$ cat src/lmtc_pkg.sv
// Shared types and timing constants for the LCD mode and line timing controller.
package lmtc_pkg;

  typedef enum logic [2:0] {
    OP_TICK     = 3'd0,
    OP_WR_STAT  = 3'd1,
    OP_WR_CTRL  = 3'd2,
    OP_WR_LYC   = 3'd3,
    OP_RD_STAT  = 3'd4,
    OP_RD_LINE  = 3'd5
  } op_t;

  typedef enum logic [1:0] {
    MODE_HBLANK = 2'd0,
    MODE_VBLANK = 2'd1,
    MODE_OAM    = 2'd2,
    MODE_DRAW   = 2'd3
  } mode_t;

  // Line position bounds, in quarter-clock units (accumulator is 9 bits wide before wrap)
  localparam logic [8:0] OamEnd     = 9'(204 / 4);
  localparam logic [8:0] DrawEnd    = 9'(284 / 4);
  localparam logic [8:0] LineCycles = 9'(456 / 4);

  localparam logic [7:0] FirstVblankLine = 8'd144;
  localparam logic [7:0] LastLine        = 8'd153;

  // Bit positions inside the stored status enables (status byte bits 7..3)
  localparam int EnMatchBit  = 3;
  localparam int EnOamBit    = 2;
  localparam int EnVblankBit = 1;
  localparam int EnHblankBit = 0;

  // Control byte bit that turns the display on
  localparam int DisplayBit = 7;

endpackage

$ cat src/lcd_mode_timing_controller.sv
// LCD mode and scan line timing controller: bus accesses in, one result per access out.
// The result of a transfer is in the output register at the next edge.
// Throughput: one transfer per cycle while the input is not stalled; all state updates in the same cycle as acceptance,
//   so back-to-back ticks and register accesses chain directly through the state registers.
// Input stalls only while a result sits in the output register and the output is stalled.
// Reset (rst_n low, synchronous): line 0, mode hblank, accumulator 0, display on,
//   compare value 0, status enables 0, match flag 0, output register empty.
module lcd_mode_timing_controller (
  input  logic       clk,
  input  logic       rst_n,
  // input channel
  input  logic       in_valid,
  output logic       in_stall,
  input  logic [2:0] in_op,
  input  logic [5:0] in_elapsed,
  input  logic [7:0] in_wdata,
  // result channel
  output logic       out_valid,
  input  logic       out_stall,
  output logic [7:0] out_rdata,
  output logic       out_stat_irq,
  output logic       out_vblank_irq,
  output logic       out_render_req,
  output logic [7:0] out_cur_line,
  output logic [1:0] out_cur_mode
);

  // ---------------------------------------------------------------------------
  // State
  // ---------------------------------------------------------------------------
  logic [7:0]          cycle_acc_r, cycle_acc_nxt;
  logic [7:0]          scan_line_r, scan_line_nxt;
  lmtc_pkg::mode_t     mode_r, mode_nxt;
  logic                display_on_r, display_on_nxt;
  logic [7:0]          line_compare_r, line_compare_nxt;
  logic [4:0]          status_upper_r, status_upper_nxt;
  logic                match_flag_r, match_flag_nxt;

  // Output register
  logic                out_valid_r, out_valid_nxt;
  logic [7:0]          out_rdata_r, rdata_nxt;
  logic                out_stat_r, stat_nxt;
  logic                out_vbl_r, vbl_nxt;
  logic                out_rnd_r, rnd_nxt;
  logic [7:0]          out_line_r;
  lmtc_pkg::mode_t     out_mode_r;

  logic                in_xfer;
  logic                match_chk;
  logic [8:0]          acc_sum;
  logic [8:0]          acc_wrap;
  logic [7:0]          line_inc;

  // A new transfer is taken whenever the output register is free or drains this cycle.
  assign in_stall = out_valid_r & out_stall;
  assign in_xfer  = in_valid & ~in_stall;

  assign acc_sum  = {1'b0, cycle_acc_r} + {3'b000, in_elapsed};
  assign acc_wrap = acc_sum - lmtc_pkg::LineCycles;
  assign line_inc = scan_line_r + 8'd1;

  // ---------------------------------------------------------------------------
  // Next state and result for one access
  // ---------------------------------------------------------------------------
  always_comb begin
    cycle_acc_nxt    = cycle_acc_r;
    scan_line_nxt    = scan_line_r;
    mode_nxt         = mode_r;
    display_on_nxt   = display_on_r;
    line_compare_nxt = line_compare_r;
    status_upper_nxt = status_upper_r;
    match_flag_nxt   = match_flag_r;
    rdata_nxt        = 8'd0;
    stat_nxt         = 1'b0;
    vbl_nxt          = 1'b0;
    rnd_nxt          = 1'b0;
    match_chk        = 1'b0;

    unique case (lmtc_pkg::op_t'(in_op))
      lmtc_pkg::OP_TICK: begin
        if (display_on_r) begin
          if (scan_line_r >= lmtc_pkg::FirstVblankLine) begin
            // vblank lines: enter mode 1 once, then advance lines on whole line periods
            if (mode_r != lmtc_pkg::MODE_VBLANK) begin
              stat_nxt = status_upper_r[lmtc_pkg::EnVblankBit];
              vbl_nxt  = 1'b1;
              mode_nxt = lmtc_pkg::MODE_VBLANK;
            end
            if (acc_sum >= lmtc_pkg::LineCycles) begin
              cycle_acc_nxt = acc_wrap[7:0];
              scan_line_nxt = (line_inc > lmtc_pkg::LastLine) ? 8'd0 : line_inc;
              match_chk     = 1'b1;
            end else begin
              cycle_acc_nxt = acc_sum[7:0];
            end
          end else if (acc_sum < lmtc_pkg::OamEnd) begin
            cycle_acc_nxt = acc_sum[7:0];
            if (mode_r != lmtc_pkg::MODE_OAM) begin
              stat_nxt = status_upper_r[lmtc_pkg::EnOamBit];
              mode_nxt = lmtc_pkg::MODE_OAM;
            end
          end else if (acc_sum < lmtc_pkg::DrawEnd) begin
            cycle_acc_nxt = acc_sum[7:0];
            if (mode_r != lmtc_pkg::MODE_DRAW) begin
              mode_nxt = lmtc_pkg::MODE_DRAW;
              rnd_nxt  = 1'b1;
            end
          end else if (acc_sum < lmtc_pkg::LineCycles) begin
            cycle_acc_nxt = acc_sum[7:0];
            if (mode_r != lmtc_pkg::MODE_HBLANK) begin
              stat_nxt = status_upper_r[lmtc_pkg::EnHblankBit];
              mode_nxt = lmtc_pkg::MODE_HBLANK;
            end
          end else begin
            // end of a visible line; the next line starts in hblank until the next tick
            cycle_acc_nxt = acc_wrap[7:0];
            scan_line_nxt = line_inc;
            mode_nxt      = lmtc_pkg::MODE_HBLANK;
            match_chk     = 1'b1;
          end
        end
      end
      lmtc_pkg::OP_WR_STAT: begin
        status_upper_nxt = in_wdata[7:3];
      end
      lmtc_pkg::OP_WR_CTRL: begin
        display_on_nxt = in_wdata[lmtc_pkg::DisplayBit];
        if (!in_wdata[lmtc_pkg::DisplayBit]) begin
          mode_nxt      = lmtc_pkg::MODE_VBLANK;
          scan_line_nxt = 8'd0;
          cycle_acc_nxt = 8'd0;
        end else begin
          match_chk = 1'b1;
        end
      end
      lmtc_pkg::OP_WR_LYC: begin
        line_compare_nxt = in_wdata;
        match_chk        = display_on_r;
      end
      lmtc_pkg::OP_RD_STAT: begin
        rdata_nxt = {status_upper_r, match_flag_r, mode_r};
      end
      lmtc_pkg::OP_RD_LINE: begin
        rdata_nxt = scan_line_r;
      end
      default: begin
      end
    endcase

    // line compare against the updated line and compare value
    if (match_chk) begin
      match_flag_nxt = (scan_line_nxt == line_compare_nxt);
      if (match_flag_nxt && status_upper_r[lmtc_pkg::EnMatchBit]) begin
        stat_nxt = 1'b1;
      end
    end
  end

  // Output register holds while stalled, empties when taken with nothing new.
  always_comb begin
    out_valid_nxt = out_valid_r;
    if (in_xfer) begin
      out_valid_nxt = 1'b1;
    end else if (!out_stall) begin
      out_valid_nxt = 1'b0;
    end
  end

  // ---------------------------------------------------------------------------
  // Registers
  // ---------------------------------------------------------------------------
  always_ff @(posedge clk) begin
    if (!rst_n) begin
      cycle_acc_r    <= 8'd0;
      scan_line_r    <= 8'd0;
      mode_r         <= lmtc_pkg::MODE_HBLANK;
      display_on_r   <= 1'b1;
      line_compare_r <= 8'd0;
      status_upper_r <= 5'd0;
      match_flag_r   <= 1'b0;
      out_valid_r    <= 1'b0;
    end else begin
      out_valid_r <= out_valid_nxt;
      if (in_xfer) begin
        cycle_acc_r    <= cycle_acc_nxt;
        scan_line_r    <= scan_line_nxt;
        mode_r         <= mode_nxt;
        display_on_r   <= display_on_nxt;
        line_compare_r <= line_compare_nxt;
        status_upper_r <= status_upper_nxt;
        match_flag_r   <= match_flag_nxt;
      end
    end
  end

  // result payload, no reset needed
  always_ff @(posedge clk) begin
    if (in_xfer) begin
      out_rdata_r <= rdata_nxt;
      out_stat_r  <= stat_nxt;
      out_vbl_r   <= vbl_nxt;
      out_rnd_r   <= rnd_nxt;
      out_line_r  <= scan_line_nxt;
      out_mode_r  <= mode_nxt;
    end
  end

  assign out_valid      = out_valid_r;
  assign out_rdata      = out_rdata_r;
  assign out_stat_irq   = out_stat_r;
  assign out_vblank_irq = out_vbl_r;
  assign out_render_req = out_rnd_r;
  assign out_cur_line   = out_line_r;
  assign out_cur_mode   = out_mode_r;

`ifndef ASSERT_OFF
  a_line_range: assert property (@(posedge clk) disable iff (!rst_n)
    scan_line_r <= lmtc_pkg::LastLine)
    else $error("scan line out of range");

  a_render_in_draw: assert property (@(posedge clk) disable iff (!rst_n)
    out_valid_r && out_rnd_r |-> out_mode_r == lmtc_pkg::MODE_DRAW)
    else $error("render request outside draw mode");

  a_vblank_mode: assert property (@(posedge clk) disable iff (!rst_n)
    out_valid_r && out_vbl_r |-> out_mode_r == lmtc_pkg::MODE_VBLANK)
    else $error("vblank interrupt without vblank mode");

  a_hold_on_stall: assert property (@(posedge clk) disable iff (!rst_n)
    out_valid_r && out_stall |=> $stable(scan_line_r) && $stable(cycle_acc_r))
    else $error("timing state changed while output stalled");
`endif

endmodule

$ cat config.mk
export PLATFORM = sky130hd
export DESIGN_NAME = lcd_mode_timing_controller
export DESIGN_NICKNAME = d
export VERILOG_FILES = /design/src/lmtc_pkg.sv /design/src/lcd_mode_timing_controller.sv
export SDC_FILE = /design/constraint.sdc
export NUM_CORES = 1
export LEC_CHECK = 0
export BUFFER_PORTS_ARGS = -buffer_cell sky130_fd_sc_hd__buf_4
export CORE_ASPECT_RATIO = 1.25
export CORE_MARGIN = 1.5
export CORE_UTILIZATION = 25
export DETAILED_ROUTE_END_ITERATION = 8
export HOLD_SLACK_MARGIN = 0.12
export PLACE_DENSITY = 0.38
export SLEW_MARGIN = 25
export SYNTH_ARGS = -nofsm -noshare
export SYNTH_HDL_FRONTEND = slang
export SYNTH_SLANG_ARGS = --single-unit
export TNS_END_PERCENT = 1
$ cat constraint.sdc
create_clock -name clk -period 9.6 [get_ports clk]
set_clock_uncertainty 0.2 [all_clocks]
set_input_delay 2.88 -clock clk [delete_from_list [all_inputs] [get_ports clk]]
set_output_delay 2.88 -clock clk [all_outputs]
set_load 0.1 [all_outputs]
==> impl_metrics.csv <==
group,metric,value,unit
run_status,status,"finished, final reports clean",
power_and_ir_drop,cellLeakagePower,1.72,nW
drt,met2WireLength,4910,um
die,rows,48,
sta,min_period,6750,ps
clock_tree,cts_tree,"yes",
setup_path,critPathMaxStageDelay,730,ps
synthesis,synth_compound_area_share,22.8,%
placement,portBuffers,43,
die,core_area,14000,um^2
drt,drt-initial-drc-count,75,
drt,avgViaCountPerCell,4.94,
global_routing,grt_use_total,13.6,%
power_and_ir_drop,irDropWorstVdd,78.3,uV
synthesis,synth.ff_latch_count,55,
setup_path,cp-start-kind,"input port",
synthesis,synth_nets,424,
drt,wl_met1,4560,um
synthesis,synth_top_family_by_area,"compound AO/OA/AOI/OAI gates",
sta,post-route-period-util,70.3,%
sta,hold_viol,0,
synthesis,yosysTopAreaCellShare,18.8,%
drt,wl_met3,320,um
global_routing,grt_pass1_vias,3032,
clock_tree,postCtsSetupBuffers,0,
synthesis,postSynthCellCount,391,
synthesis,synthFlopType,"dfxtp_1",
synthesis,synth-xor-area-share,3.39,%
drt,final_antenna_net_count,0,
drt,wl_per_cell,17.0,um
synthesis,synth_warnings,0,
power_and_ir_drop,seq_power_share,45.1,%
setup_path,crit_fanout,17,
final_layout,final_util,30.2,%
clock_tree,clockRootBuffer,"clkbuf_16",
die,die_x,111,um
synthesis,yosysTopAreaCell,"dfxtp_1",
setup_path,cp_data_required_time,9540,ps
synthesis,synthSimpleGateAreaFrac,19.6,%
sta,slew_headroom,36.8,%
synthesis,yosysUniqueCellTypes,70,
clock_tree,cts_resized,0,
power_and_ir_drop,clock_power_share,32.9,%
synthesis,synthTopCellsByArea,"dfxtp_1 19%, edfxtp_1 17%, mux2i_1 8.6%, nor2b_1 4.3%, nand2_1 3.8%",
final_layout,drive_gt1_share,17.0,%
setup_path,path_class,"input port to flop",
setup_path,worstSetupEndpointType,"flop",
setup_path,startpoint,"in_elapsed[0]",
sta,tightest_slew,938,ps
final_layout,syn2layout_area_growth,16.8,%
drt,top_layer,"met4",
sta,whs,276,ps
clock_tree,cts_buffers,5,
final_layout,diodes,0,
sta,grt_setup_unrepaired,"false",
final_layout,fin_nets,455,
sta,finalSetupViolations,0,
synthesis,async_reset_ff_share,0,%
final_layout,seq_area,1310,um^2
drt,vias,2952,
hold_path,hold_class,"flop to flop",
global_routing,antenna_found_initial,0,
power_and_ir_drop,total_power,0.000580,W
power_and_ir_drop,power_frac_comb,22.0,%
synthesis,ys_seq_area_share,36.3,%
synthesis,synth-edff-count,21,
hold_path,holdCritStartpoint,"cycle_acc_r[3]$_SDFFE_PN0P_",
global_routing,overflow,0,
clock_tree,holdBufCountCts,0,
clock_tree,cts_max_path_buffers,2,
drt,drc,0,
global_routing,grt_pass1_wl,16100,um
synthesis,netlist_area,3620,um^2
power_and_ir_drop,swShare,33.0,%
placement,gp_congestion,0.830,
die,dieArea,15200,um^2
die,start_util,25.8,%
sta,drv_slew,0,
job,cap_violations,0,
final_layout,fillCellCount,1499,
power_and_ir_drop,power.internal,0.000389,W
synthesis,synthMuxAreaShare,8.89,%
clock_tree,clk_pin_slew_worst_paths,80,ps
drt,drt_pass1_iterations,5,
global_routing,grt_max_degree,41,
final_layout,multi_input_area,2130,um^2
die,pin_count,44,
clock_tree,worstSkewPairLatency,300,ps
synthesis,yosys.area_share.adder,4.36,%
sta,setup_tns,0,ps
drt,totalWireLength,10200,um
setup_path,reg2reg_from,"cycle_acc_r[0]$_SDFFE_PN0P_",
power_and_ir_drop,power_density,137,nW/um^2
clock_tree,ctsHtreeMaxLevel,2,
power_and_ir_drop,switchingPower,0.000192,W
clock_tree,cts.sinks,55,
setup_path,cp.arrival,6690,ps
sta,max_freq,0.148,GHz
die,die_h,137,um
synthesis,yosysMostFrequentCell,"nand2_1",
synthesis,ys_top_cells_by_count,"37 x nand2_1, 34 x dfxtp_1, 31 x mux2i_1",
setup_path,critPathSlowestCell,"o31ai_4",
synthesis,avgSynthCellArea,9.25,um^2
placement,place_hpwl,7750,um
setup_path,crit_path_cell_trace,"buf_4 > ha_1 > inv_1 > fa_1 > xnor2_1 > inv_1 > ha_1 > o21ai_0 > a21oi_1 > o31ai_4 > a221oi_2 > o22ai_1 > xor2_1 > a2111oi_4 > nand4_1 > o22ai_1",
==> worst max-delay path: cells and delay by family <==
kind	cells	cell delay, ps
AOI/OAI and AO/OA	7	1970
adders and majority gates	3	830
xor gates and xnor gates	2	540
buffers and inverters	3	290
and+or+nand+nor	1	170
==> final timing paths <==
kind / endpoint / slack, ps / cells after the start
worst max register to register: out_stat_irq$_DFFE_PP_ / 5170 / 15
worst min-delay path: cycle_acc_r[3]$_SDFFE_PN0P_ / 280 / 2
worst min register to register: cycle_acc_r[3]$_SDFFE_PN0P_ / 280 / 2
worst max-delay path: out_stat_irq$_DFFE_PP_ / 2850 / 16
==> power groups by stage <==
stage	Sequential [W]	Clock [W]	Combinational, W
5_1_grt	0.000263	0.000208	0.000137
2_1_floorplan	0.000303	0	0.0000592
3_5_place_dp	0.000267	0	0.000129
6_report	0.000262	0.000191	0.000128
3_3_place_gp	0.000267	0	0.000129
4_1_cts	0.000262	0.000199	0.000130
==> cell type report <==
| cell class | instances | area share (%) |
|---|---|---|
| multi-input combinational | 294 | 50.5 |
| sequential | 55 | 31.0 |
| timing repair buffer | 44 | 7.82 |
| tap | 175 | 5.18 |
| clock buffer | 5 | 2.96 |
| inverter | 22 | 1.95 |
| clock inverter | 3 | 0.533 |
==> logic make-up after synthesis <==
kind of cell | Yosys count
AND/OR/NAND/NOR | 138
XOR/XNOR | 14
AO/OA/AOI/OAI | 98
multiplexers | 32
flip-flops | 55
adder cells (fa/ha/maj) | 12
buffers and inverters | 42
==> stage by stage <==
step | cell area (um^2) | cells | setup WS [ps]
CTS | 4230 | 598 | 2870
detailed placement | 4080 | 590 | 2560
global route | 4230 | 598 | 2430
global placement | 4080 | 590 | 2660
floorplan | 3620 | 391 | 2930
finish | 4230 | 598 | 2850
==> registers in the layout (all words and copies together), names as in the netlist, 2 cells and up <==
register / flops
cycle_acc_r: 8
out_rdata: 8
scan_line_r: 8
mode_r: 2
out_cur_mode: 2
out_cur_line: 8
line_compare_r: 8
status_upper_r: 5
==> per-layer routing <==
metal / global-route usage [%] / vias up
met4: 6.70 / 0
met5: 0 / -
met1: 16.4 / 1392
met2: 23.8 / 70
li1: - / 1469
met3: 1.94 / 21
==> placed cells by master (no fill, tap or decap), types with 3 or more instances in the layout <==
cell type / Yosys / final
buf_4: 0 / 44
nand2_1: 37 / 37
dfxtp_1: 34 / 34
mux2i_1: 31 / 31
nor2_1: 30 / 30
nor2b_1: 25 / 25
inv_1: 21 / 21
edfxtp_1: 21 / 21
o21ai_0: 15 / 15
a21oi_1: 14 / 14
ha_1: 11 / 11
xnor2_1: 9 / 9
a22oi_1: 9 / 9
nand3_1: 8 / 8
nor3b_1: 7 / 7
o211a_1: 7 / 7
nor3_1: 6 / 6
nand2b_1: 5 / 5
xor2_1: 5 / 5
clkbuf_16: 0 / 5
nand3b_1: 4 / 4
o21a_1: 3 / 3
nand4_1: 3 / 3
and2_1: 3 / 3
o31ai_1: 3 / 3
a21o_1: 3 / 3
o31a_1: 3 / 3
o211ai_1: 3 / 3
No activity file was read; power rests on OpenSTA's default activity.
